[config.mk]
export PLATFORM = sky130hd
export DESIGN_NAME = adaptive_gain_control
export DESIGN_NICKNAME = d
export VERILOG_FILES = /design/src/rtl/agc_pkg.sv /design/src/rtl/adaptive_gain_control.sv
export SDC_FILE = /design/constraint.sdc
export NUM_CORES = 2
export LEC_CHECK = 0
export BUFFER_PORTS_ARGS = -buffer_cell sky130_fd_sc_hd__buf_2
export CORE_ASPECT_RATIO = 1.2
export CORE_MARGIN = 4
export CORE_UTILIZATION = 35
export DETAILED_ROUTE_END_ITERATION = 8
export PLACE_DENSITY = 0.5
export REMOVE_ABC_BUFFERS = 1
export SLEW_MARGIN = 20
export SYNTH_ARGS = -nofsm -noshare
export SYNTH_HDL_FRONTEND = slang
export SYNTH_SLANG_ARGS = --single-unit
[constraint.sdc]
create_clock -name clk -period 9.2 [get_ports clk]
set_clock_uncertainty 0.1 [all_clocks]
set_input_delay 0.92 -clock clk [delete_from_list [all_inputs] [get_ports clk]]
set_output_delay 0.92 -clock clk [all_outputs]
set_load 0.005 [all_outputs]
[src/rtl/agc_pkg.sv]
// Shared types and constants for the adaptive gain control block.
package agc_pkg;

  localparam int unsigned SAMPLE_W = 16;
  localparam int unsigned GAIN_W   = 24;
  localparam int unsigned COEF_W   = 16;
  localparam int unsigned HOLD_W   = 20;
  localparam int unsigned AVG_W    = 32;
  localparam int unsigned CFG_IDX_W  = 4;
  localparam int unsigned CFG_DATA_W = 20;
  localparam int unsigned MUL_A_W  = 32;
  localparam int unsigned MUL_B_W  = 17;
  localparam int unsigned MUL_W    = MUL_A_W + MUL_B_W;
  localparam int unsigned DIV_STEPS = 24;

  // Register indexes on the configuration port.
  localparam logic [CFG_IDX_W-1:0] CFG_TARGET  = 4'd0;
  localparam logic [CFG_IDX_W-1:0] CFG_ATTACK  = 4'd1;
  localparam logic [CFG_IDX_W-1:0] CFG_RELEASE = 4'd2;
  localparam logic [CFG_IDX_W-1:0] CFG_HOLD    = 4'd3;

  localparam logic [COEF_W-1:0] TARGET_RST  = 16'd6554;
  localparam logic [COEF_W-1:0] ATTACK_RST  = 16'd65470;
  localparam logic [COEF_W-1:0] RELEASE_RST = 16'd64881;
  localparam logic [HOLD_W-1:0] HOLD_RST    = 20'd0;

  localparam logic [MUL_B_W-1:0] AVG_KEEP = 17'd58982;
  localparam logic [MUL_B_W-1:0] AVG_NEW  = 17'd6554;
  localparam logic [MUL_B_W-1:0] COEF_ONE = 17'd65536;
  localparam logic [GAIN_W-1:0]  GAIN_ONE = 24'd65536;
  localparam logic [GAIN_W-1:0]  GAIN_MAX = 24'hFF_FFFF;
  localparam logic [AVG_W-1:0]   ROOT_BIT_TOP = 32'h4000_0000;

  typedef enum logic [3:0] {
    ST_IDLE,
    ST_SQ,
    ST_KEEP,
    ST_NEW,
    ST_SUM,
    ST_RINIT,
    ST_ROOT,
    ST_DCHK,
    ST_DIV,
    ST_GAIN,
    ST_GAIN2,
    ST_GAIN3,
    ST_MULO,
    ST_RND,
    ST_FIN
  } agc_state_t;

endpackage

[src/rtl/adaptive_gain_control.sv]
// RMS-based automatic gain control: bit-serial square root and divider, shared multiplier.
//
//  channel | ports                          | beat contents
//  --------+--------------------------------+-----------------------------------------
//  input   | in_tvalid/in_tready/in_tdata   | [15:0] sample_in
//  output  | out_tvalid/out_tready/out_tdata| [15:0] sample_out, [39:16] gain_now
//  config  | cfg_valid/cfg_ready            | cfg_index register, cfg_data value
//
// Per sample, the square root yields one root bit per cycle (16-bit root) and the divider
// one quotient bit per cycle (24-bit quotient); the divider is skipped at zero level or
// saturated gain. The first sample skips ST_NEW/ST_SUM, a running hold ST_GAIN2/ST_GAIN3.
// Reset (synchronous, rst_n low) restores default registers, gain 1.0 and an unseeded average.
// A stalled output beat holds in the output register; the next sample is accepted
// meanwhile and its work waits in the final step until the register frees up.
module adaptive_gain_control (
  input  logic        clk,
  input  logic        rst_n,
  input  logic        in_tvalid,
  output logic        in_tready,
  input  logic [15:0] in_tdata,   // [15:0] sample_in
  output logic        out_tvalid,
  input  logic        out_tready,
  output logic [39:0] out_tdata,  // [15:0] sample_out, [39:16] gain_now
  input  logic        cfg_valid,
  output logic        cfg_ready,
  input  logic [agc_pkg::CFG_IDX_W-1:0]  cfg_index,
  input  logic [agc_pkg::CFG_DATA_W-1:0] cfg_data
);

  agc_pkg::agc_state_t state_r, state_nxt;

  logic [15:0] x_r, x_nxt;
  logic [15:0] target_r, target_nxt;
  logic [15:0] atk_r, atk_nxt;
  logic [15:0] rel_r, rel_nxt;
  logic [19:0] holdset_r, holdset_nxt;
  logic [31:0] avg_r, avg_nxt;
  logic        seeded_r, seeded_nxt;
  logic [23:0] gain_r, gain_nxt;
  logic [19:0] hold_r, hold_nxt;
  logic [30:0] p_r, p_nxt;
  logic [agc_pkg::MUL_W-1:0] acc_r, acc_nxt;
  logic [agc_pkg::MUL_W-1:0] mul_r, mul_nxt;
  logic [31:0] rv_r, rv_nxt;
  logic [31:0] root_r, root_nxt;
  logic [31:0] bit_r, bit_nxt;
  logic [15:0] rem_r, rem_nxt;
  logic [23:0] nsr_r, nsr_nxt;
  logic [4:0]  cnt_r, cnt_nxt;
  logic [23:0] req_r, req_nxt;
  logic [15:0] c_r, c_nxt;
  logic [41:0] s_r, s_nxt;
  logic [39:0] out_data_r, out_data_nxt;
  logic        out_valid_r, out_valid_nxt;

  logic [agc_pkg::MUL_A_W-1:0] mul_a;
  logic [agc_pkg::MUL_B_W-1:0] mul_b;
  logic        x_neg;
  logic [15:0] mag;
  logic [15:0] rms;
  logic [31:0] rsum;
  logic [16:0] dv_t;
  logic [16:0] dv_diff;
  logic        dv_ge;
  logic [15:0] c_sel;
  logic [49:0] wsum;
  logic [41:0] sm;
  logic [25:0] y_full;
  logic [15:0] y_sat;

  assign x_neg = x_r[15];
  assign mag   = x_neg ? 16'(16'd0 - x_r) : x_r;
  assign rms   = root_r[15:0];
  assign rsum  = root_r + bit_r;
  assign dv_t    = {rem_r, nsr_r[23]};
  assign dv_ge   = dv_t >= {1'b0, rms};
  assign dv_diff = dv_t - {1'b0, rms};
  assign c_sel   = (req_r > gain_r) ? atk_r : rel_r;
  assign wsum    = {1'b0, acc_r} + {1'b0, mul_r} + 50'd32768;
  assign sm      = {2'b00, mul_r[39:0]};
  assign y_full  = s_r[41:16];

  always_comb begin
    if ($signed(y_full) > $signed(26'sd32767)) begin
      y_sat = 16'h7FFF;
    end else if ($signed(y_full) < $signed(-26'sd32768)) begin
      y_sat = 16'h8000;
    end else begin
      y_sat = y_full[15:0];
    end
  end

  assign in_tready  = (state_r == agc_pkg::ST_IDLE);
  assign cfg_ready  = 1'b1;
  assign out_tvalid = out_valid_r;
  assign out_tdata  = out_data_r;

  always_comb begin
    state_nxt     = state_r;
    x_nxt         = x_r;
    target_nxt    = target_r;
    atk_nxt       = atk_r;
    rel_nxt       = rel_r;
    holdset_nxt   = holdset_r;
    avg_nxt       = avg_r;
    seeded_nxt    = seeded_r;
    gain_nxt      = gain_r;
    hold_nxt      = hold_r;
    p_nxt         = p_r;
    acc_nxt       = acc_r;
    rv_nxt        = rv_r;
    root_nxt      = root_r;
    bit_nxt       = bit_r;
    rem_nxt       = rem_r;
    nsr_nxt       = nsr_r;
    cnt_nxt       = cnt_r;
    req_nxt       = req_r;
    c_nxt         = c_r;
    s_nxt         = s_r;
    out_data_nxt  = out_data_r;
    out_valid_nxt = out_valid_r & ~out_tready;
    mul_a         = '0;
    mul_b         = '0;

    if (cfg_valid) begin
      case (cfg_index)
        agc_pkg::CFG_TARGET:  target_nxt  = cfg_data[15:0];
        agc_pkg::CFG_ATTACK:  atk_nxt     = cfg_data[15:0];
        agc_pkg::CFG_RELEASE: rel_nxt     = cfg_data[15:0];
        agc_pkg::CFG_HOLD:    holdset_nxt = cfg_data;
        default: ;
      endcase
    end

    case (state_r)
      agc_pkg::ST_IDLE: begin
        if (in_tvalid) begin
          x_nxt     = in_tdata;
          state_nxt = agc_pkg::ST_SQ;
        end
      end
      agc_pkg::ST_SQ: begin
        mul_a     = {16'd0, mag};
        mul_b     = {1'b0, mag};
        state_nxt = agc_pkg::ST_KEEP;
      end
      agc_pkg::ST_KEEP: begin
        p_nxt = mul_r[30:0];
        mul_a = avg_r;
        mul_b = agc_pkg::AVG_KEEP;
        if (!seeded_r) begin
          // first sample seeds the average directly
          avg_nxt    = {1'b0, mul_r[30:0]};
          seeded_nxt = 1'b1;
          state_nxt  = agc_pkg::ST_RINIT;
        end else begin
          state_nxt = agc_pkg::ST_NEW;
        end
      end
      agc_pkg::ST_NEW: begin
        acc_nxt   = mul_r;
        mul_a     = {1'b0, p_r};
        mul_b     = agc_pkg::AVG_NEW;
        state_nxt = agc_pkg::ST_SUM;
      end
      agc_pkg::ST_SUM: begin
        avg_nxt   = wsum[47:16];
        state_nxt = agc_pkg::ST_RINIT;
      end
      agc_pkg::ST_RINIT: begin
        rv_nxt    = avg_r;
        root_nxt  = '0;
        bit_nxt   = agc_pkg::ROOT_BIT_TOP;
        state_nxt = agc_pkg::ST_ROOT;
      end
      agc_pkg::ST_ROOT: begin
        // one root bit per cycle
        if (rv_r >= rsum) begin
          rv_nxt   = rv_r - rsum;
          root_nxt = (root_r >> 1) + bit_r;
        end else begin
          root_nxt = root_r >> 1;
        end
        bit_nxt = bit_r >> 2;
        if (bit_r[0]) begin
          state_nxt = agc_pkg::ST_DCHK;
        end
      end
      agc_pkg::ST_DCHK: begin
        // target << 15 over rms overflows 24 bits iff target[15:9] >= rms
        if (rms == 16'd0) begin
          req_nxt   = agc_pkg::GAIN_ONE;
          state_nxt = agc_pkg::ST_GAIN;
        end else if ({9'd0, target_r[15:9]} >= rms) begin
          req_nxt   = agc_pkg::GAIN_MAX;
          state_nxt = agc_pkg::ST_GAIN;
        end else begin
          rem_nxt   = {9'd0, target_r[15:9]};
          nsr_nxt   = {target_r[8:0], 15'd0};
          cnt_nxt   = '0;
          state_nxt = agc_pkg::ST_DIV;
        end
      end
      agc_pkg::ST_DIV: begin
        rem_nxt = dv_ge ? dv_diff[15:0] : dv_t[15:0];
        nsr_nxt = {nsr_r[22:0], dv_ge};
        cnt_nxt = cnt_r + 5'd1;
        if (cnt_r == 5'(agc_pkg::DIV_STEPS - 1)) begin
          req_nxt   = {nsr_r[22:0], dv_ge};
          state_nxt = agc_pkg::ST_GAIN;
        end
      end
      agc_pkg::ST_GAIN: begin
        mul_a = {8'd0, gain_r};
        mul_b = {1'b0, c_sel};
        c_nxt = c_sel;
        if (hold_r == 20'd0) begin
          state_nxt = agc_pkg::ST_GAIN2;
        end else begin
          state_nxt = agc_pkg::ST_MULO;
        end
      end
      agc_pkg::ST_GAIN2: begin
        acc_nxt   = mul_r;
        mul_a     = {8'd0, req_r};
        mul_b     = agc_pkg::COEF_ONE - {1'b0, c_r};
        state_nxt = agc_pkg::ST_GAIN3;
      end
      agc_pkg::ST_GAIN3: begin
        gain_nxt  = wsum[39:16];
        state_nxt = agc_pkg::ST_MULO;
      end
      agc_pkg::ST_MULO: begin
        mul_a     = {8'd0, gain_r};
        mul_b     = {1'b0, mag};
        state_nxt = agc_pkg::ST_RND;
      end
      agc_pkg::ST_RND: begin
        // restore the sign and add the rounding half
        s_nxt = (x_neg ? (42'd0 - sm) : sm) + 42'd32768;
        if (hold_r != 20'd0) begin
          hold_nxt = hold_r - 20'd1;
        end
        if (req_r < gain_r) begin
          hold_nxt = holdset_r;
        end
        state_nxt = agc_pkg::ST_FIN;
      end
      agc_pkg::ST_FIN: begin
        // hold until the output register is free
        if (!out_valid_r || out_tready) begin
          out_data_nxt  = {gain_r, y_sat};
          out_valid_nxt = 1'b1;
          state_nxt     = agc_pkg::ST_IDLE;
        end
      end
      default: begin
        state_nxt = agc_pkg::ST_IDLE;
      end
    endcase

    mul_nxt = agc_pkg::MUL_W'(mul_a) * agc_pkg::MUL_W'(mul_b);
  end

  always_ff @(posedge clk) begin
    if (!rst_n) begin
      state_r     <= agc_pkg::ST_IDLE;
      target_r    <= agc_pkg::TARGET_RST;
      atk_r       <= agc_pkg::ATTACK_RST;
      rel_r       <= agc_pkg::RELEASE_RST;
      holdset_r   <= agc_pkg::HOLD_RST;
      avg_r       <= '0;
      seeded_r    <= 1'b0;
      gain_r      <= agc_pkg::GAIN_ONE;
      hold_r      <= '0;
      out_valid_r <= 1'b0;
    end else begin
      state_r     <= state_nxt;
      target_r    <= target_nxt;
      atk_r       <= atk_nxt;
      rel_r       <= rel_nxt;
      holdset_r   <= holdset_nxt;
      avg_r       <= avg_nxt;
      seeded_r    <= seeded_nxt;
      gain_r      <= gain_nxt;
      hold_r      <= hold_nxt;
      out_valid_r <= out_valid_nxt;
    end
  end

  always_ff @(posedge clk) begin
    x_r        <= x_nxt;
    p_r        <= p_nxt;
    acc_r      <= acc_nxt;
    mul_r      <= mul_nxt;
    rv_r       <= rv_nxt;
    root_r     <= root_nxt;
    bit_r      <= bit_nxt;
    rem_r      <= rem_nxt;
    nsr_r      <= nsr_nxt;
    cnt_r      <= cnt_nxt;
    req_r      <= req_nxt;
    c_r        <= c_nxt;
    s_r        <= s_nxt;
    out_data_r <= out_data_nxt;
  end

endmodule

==> run_results.csv <==
group,metric,value,unit
final_layout,postLayoutCellArea,53300,µm²
power_and_ir_drop,vdd_ir_drop_max,0.000183,V
floorplan,fp-row-count,144,
outcome,status,"completed",
floorplan,start_util,35.4,%
synth,synth-seq-cells,524,
clock_tree,cts.clk_slew.worst_paths,0.06,ns
power_and_ir_drop,p_leak,0.0234,µW
final_layout,layout.nets,6088,
sta,relSlewSlack,26.5,%
sta,slew_violations,0,
floorplan,top_level_ports,88,
critical_path,end_kind,"flop",
worst_hold_path,worstHoldPathCells,1,
final_layout,multiInputGateArea,29100,µm²
synth,ys_top_cells_by_count,"nand2_1 (786), inv_1 (678), fa_1 (450)",
sta,rsz0062_at_grt,"yes",
grt,grt_antenna_before_repair,3,
floorplan,fp.dieArea,136000,µm²
critical_path,r2r-end,"mul_r[38]$_DFF_P_",
grt,track_usage,22.5,%
synth,yosysWarnings,0,
route,ant_nets,0,
floorplan,die_w,338,µm
sta,worst_slew_pin_slew,1.10,ns
route,wl_per_cell,21.7,µm
sta,final.period_utilization,97.3,%
worst_hold_path,holdPathEnd,"x_r[12]$_DFFE_PP_",
place,place.gp.congestion,0.911,
grt,grt_overflow,0,
synth,synth_top_cell_by_area,"edfxtp_1",
place,dp_hpwl,121,mm
sta,finalCriticalPeriod,8.95,ns
synth,ys_async_sr_fraction,0,%
place,place_ws,-1.11,ns
worst_hold_path,holdCritStartpoint,"in_tdata[12]",
clock_tree,cts_root_buf,"clkbuf_16",
synth,syn_avg_cell_area,9.25,µm²
final_layout,drive_above_1_share,13.2,%
critical_path,critPathKind,"reg2reg",
synth,yosys-top-cells-area,"edfxtp_1 (21%), fa_1 (20%), ha_1 (9.0%), dfxtp_1 (8.7%), nand2_1 (6.5%)",
synth,synth_most_common_cell,"nand2_1",
critical_path,critPathSlowestCell,"fa_1",
clock_tree,clock_path_buffers,3,
power_and_ir_drop,p_per_area,280,nW/µm²
synth,synth_cell_type_count,93,
critical_path,rrSetupSlack,0.25,ns
critical_path,max_stage_delay,0.54,ns
final_layout,area_delta_synth_final,16.9,%
route,drt_pass1_iterations,6,
floorplan,coreArea,129000,µm²
critical_path,cp-start-kind,"flop",
critical_path,crit_arrival,9.41,ns
synth,synth_area,45600,µm²
final_layout,regArea,13800,µm²
place,io_buffers,86,
clock_tree,clk_latency,0.67,ns
sta,fmax,112,MHz
route,drc,0,
critical_path,r2r-start,"req_r[9]$_DFFE_PP_",
critical_path,cp_top_family,"adder cells",
sta,setup-violations-final,0,
grt,grt_max_degree,99,
clock_tree,htreeDepth,3,
synth,synth_edf_count,326,
synth,ys_seq_area_share,30.1,%
critical_path,ff2ff_path_depth,40,
sta,finalHoldViolations,0,
grt,grt_pass1_wl,232,mm
critical_path,path_buf_inv,11,
grt,first_global_vias,37700,
critical_path,crit_required,9.66,ns
flow_run,max-cap-violations,0,
critical_path,crit_fanout,5,
place,dpl_cell_area,50400,µm²
synth,postSynthCellCount,4931,
route,via_per_inst,5.21,
worst_hold_path,hp-class,"in2reg",
synth,synth_flop_cell,"edfxtp_1",
route,routed_wl,152,mm
floorplan,die_h,404,µm
final_layout,n_fill_cell,12900,
clock_tree,clock-sinks,524,
critical_path,startpoint,"req_r[9]$_DFFE_PP_",
synth,synth_top_cell_area_share,21.5,%
route,drtIter0Drc,2435,
sta,fin_ws,0.251,ns
clock_tree,numCtsBuffers,68,
critical_path,cp_common_cell,"fa_1",
route,dr_total_vias,36500,
clock_tree,cts_tree,"built",
[layer usage]
layer / wire, µm / part of all wire [%] / up-vias / global-route usage [%]
li1: - / - / 17100 / -
met1: 61700 / 41 / 18300 / 27.7
met2: 76700 / 51 / 862 / 40.0
met3: 7210 / 4.8 / 234 / 2.85
met4: 6170 / 4.1 / 0 / 8.56
met5: 0 / 0 / - / 0
[metrics by stage]
stage / util, % / std cells / hold slack, ns / TNS, ns / total power (µW)
after global routing: 41.3 / 7000 / 0.323 / -0.137 / 16000
after CTS: 40.9 / 6985 / 0.301 / 0 / 14800
after floorplan: - / 4739 / 0.312 / -12.78 / 8160
after detailed placement: 39.1 / 6856 / 0.335 / -8.25 / 11800
final: 41.3 / 7008 / 0.349 / 0 / 14900
after global placement: 39.1 / 6856 / 0.331 / -7.18 / 11900
[report_power, final]
group,internal [µW],switching (µW),total (µW)
sequential,2940,453,3400
combinational,3520,5240,8760
clock,1600,1170,2770
total,8070,6870,14900
[cell usage in the layout (no fill, tap or decap), types with 22 or more instances in the layout]
cell and n:
nor4_1 22, nor3_1 49, nor2_1 300, ha_1 313, nand2b_1 36, nand3_1 111, a21o_1 102, dfxtp_1 198
conb_1 22, nor2b_1 31, clkbuf_16 72, buf_2 85, o21ai_0 168, or3_1 25, nand2_1 781, a31oi_1 44
inv_1 675, buf_4 347, fa_1 443, a21oi_1 193, and2_1 89, xnor2_1 136, a211oi_1 27, nand4_1 48
a21boi_0 60, xor2_1 107, and3_1 24, edfxtp_1 326
[cell type report]
cell class | count | area share (%)
inverters | 681 | 4.80
clock buffers | 89 | 3.59
multi-input cells | 3534 | 54.6
flip-flops and latches | 524 | 25.8
diodes | 8 | 0.0375
clock inverters | 37 | 0.702
well taps | 1679 | 3.94
repair buffers | 456 | 6.51
[cells by family (layout without fill, tap and decap cells)]
group	count (synthesis)	count (layout)	share of synthesized area, %
adder cells (fa/ha/maj)	779	779	28.8
other	2	30	0.0165
XOR/XNOR	243	243	4.66
AO/OA/AOI/OAI	854	854	12.4
buffers and inverters	893	1263	7.45
flip-flops	524	524	30.1
AND/OR/NAND/NOR	1598	1598	15.7
multiplexers	38	38	0.886
[flip-flops by register name, summed over array words and instances (netlist names), 24 cells and up]
name	cells
avg_r	32
gain_r	24
acc_r	48
req_r	24
out_tdata	40
root_r	32
p_r	31
s_r	26
nsr_r	24
rv_r	32
mul_r	48
[worst reg2reg max path, delay by kind of cell, from the launching register on]
kind            cells  cell delay (ns)
compound gates     12             2.48
simple gates        8             1.01
fa+ha+maj           8             3.48
xor+xnor            1             0.15
buf+inv            11             1.22
flops               1             0.43
[repair_timing]
item,in CTS,in global routing
hold buffers,0,0
cloned,0,1
setup endpoints to repair,17,16
resized for setup,18,70
pin swaps,2,95
buffers inserted,3,14
[how the worst max path moves through the flow]
stage,to,cells past startpoint,slack (ns)
2_1_floorplan,mul_r[45]$_DFF_P_,33,-0.98
3_3_place_gp,mul_r[46]$_DFF_P_,37,-1.05
3_5_place_dp,mul_r[44]$_DFF_P_,35,-1.11
4_1_cts,mul_r[44]$_DFF_P_,36,0.008
5_1_grt,mul_r[46]$_DFF_P_,40,-0.04
6_report,mul_r[38]$_DFF_P_,40,0.25
(Power assumes the default switching activity.)
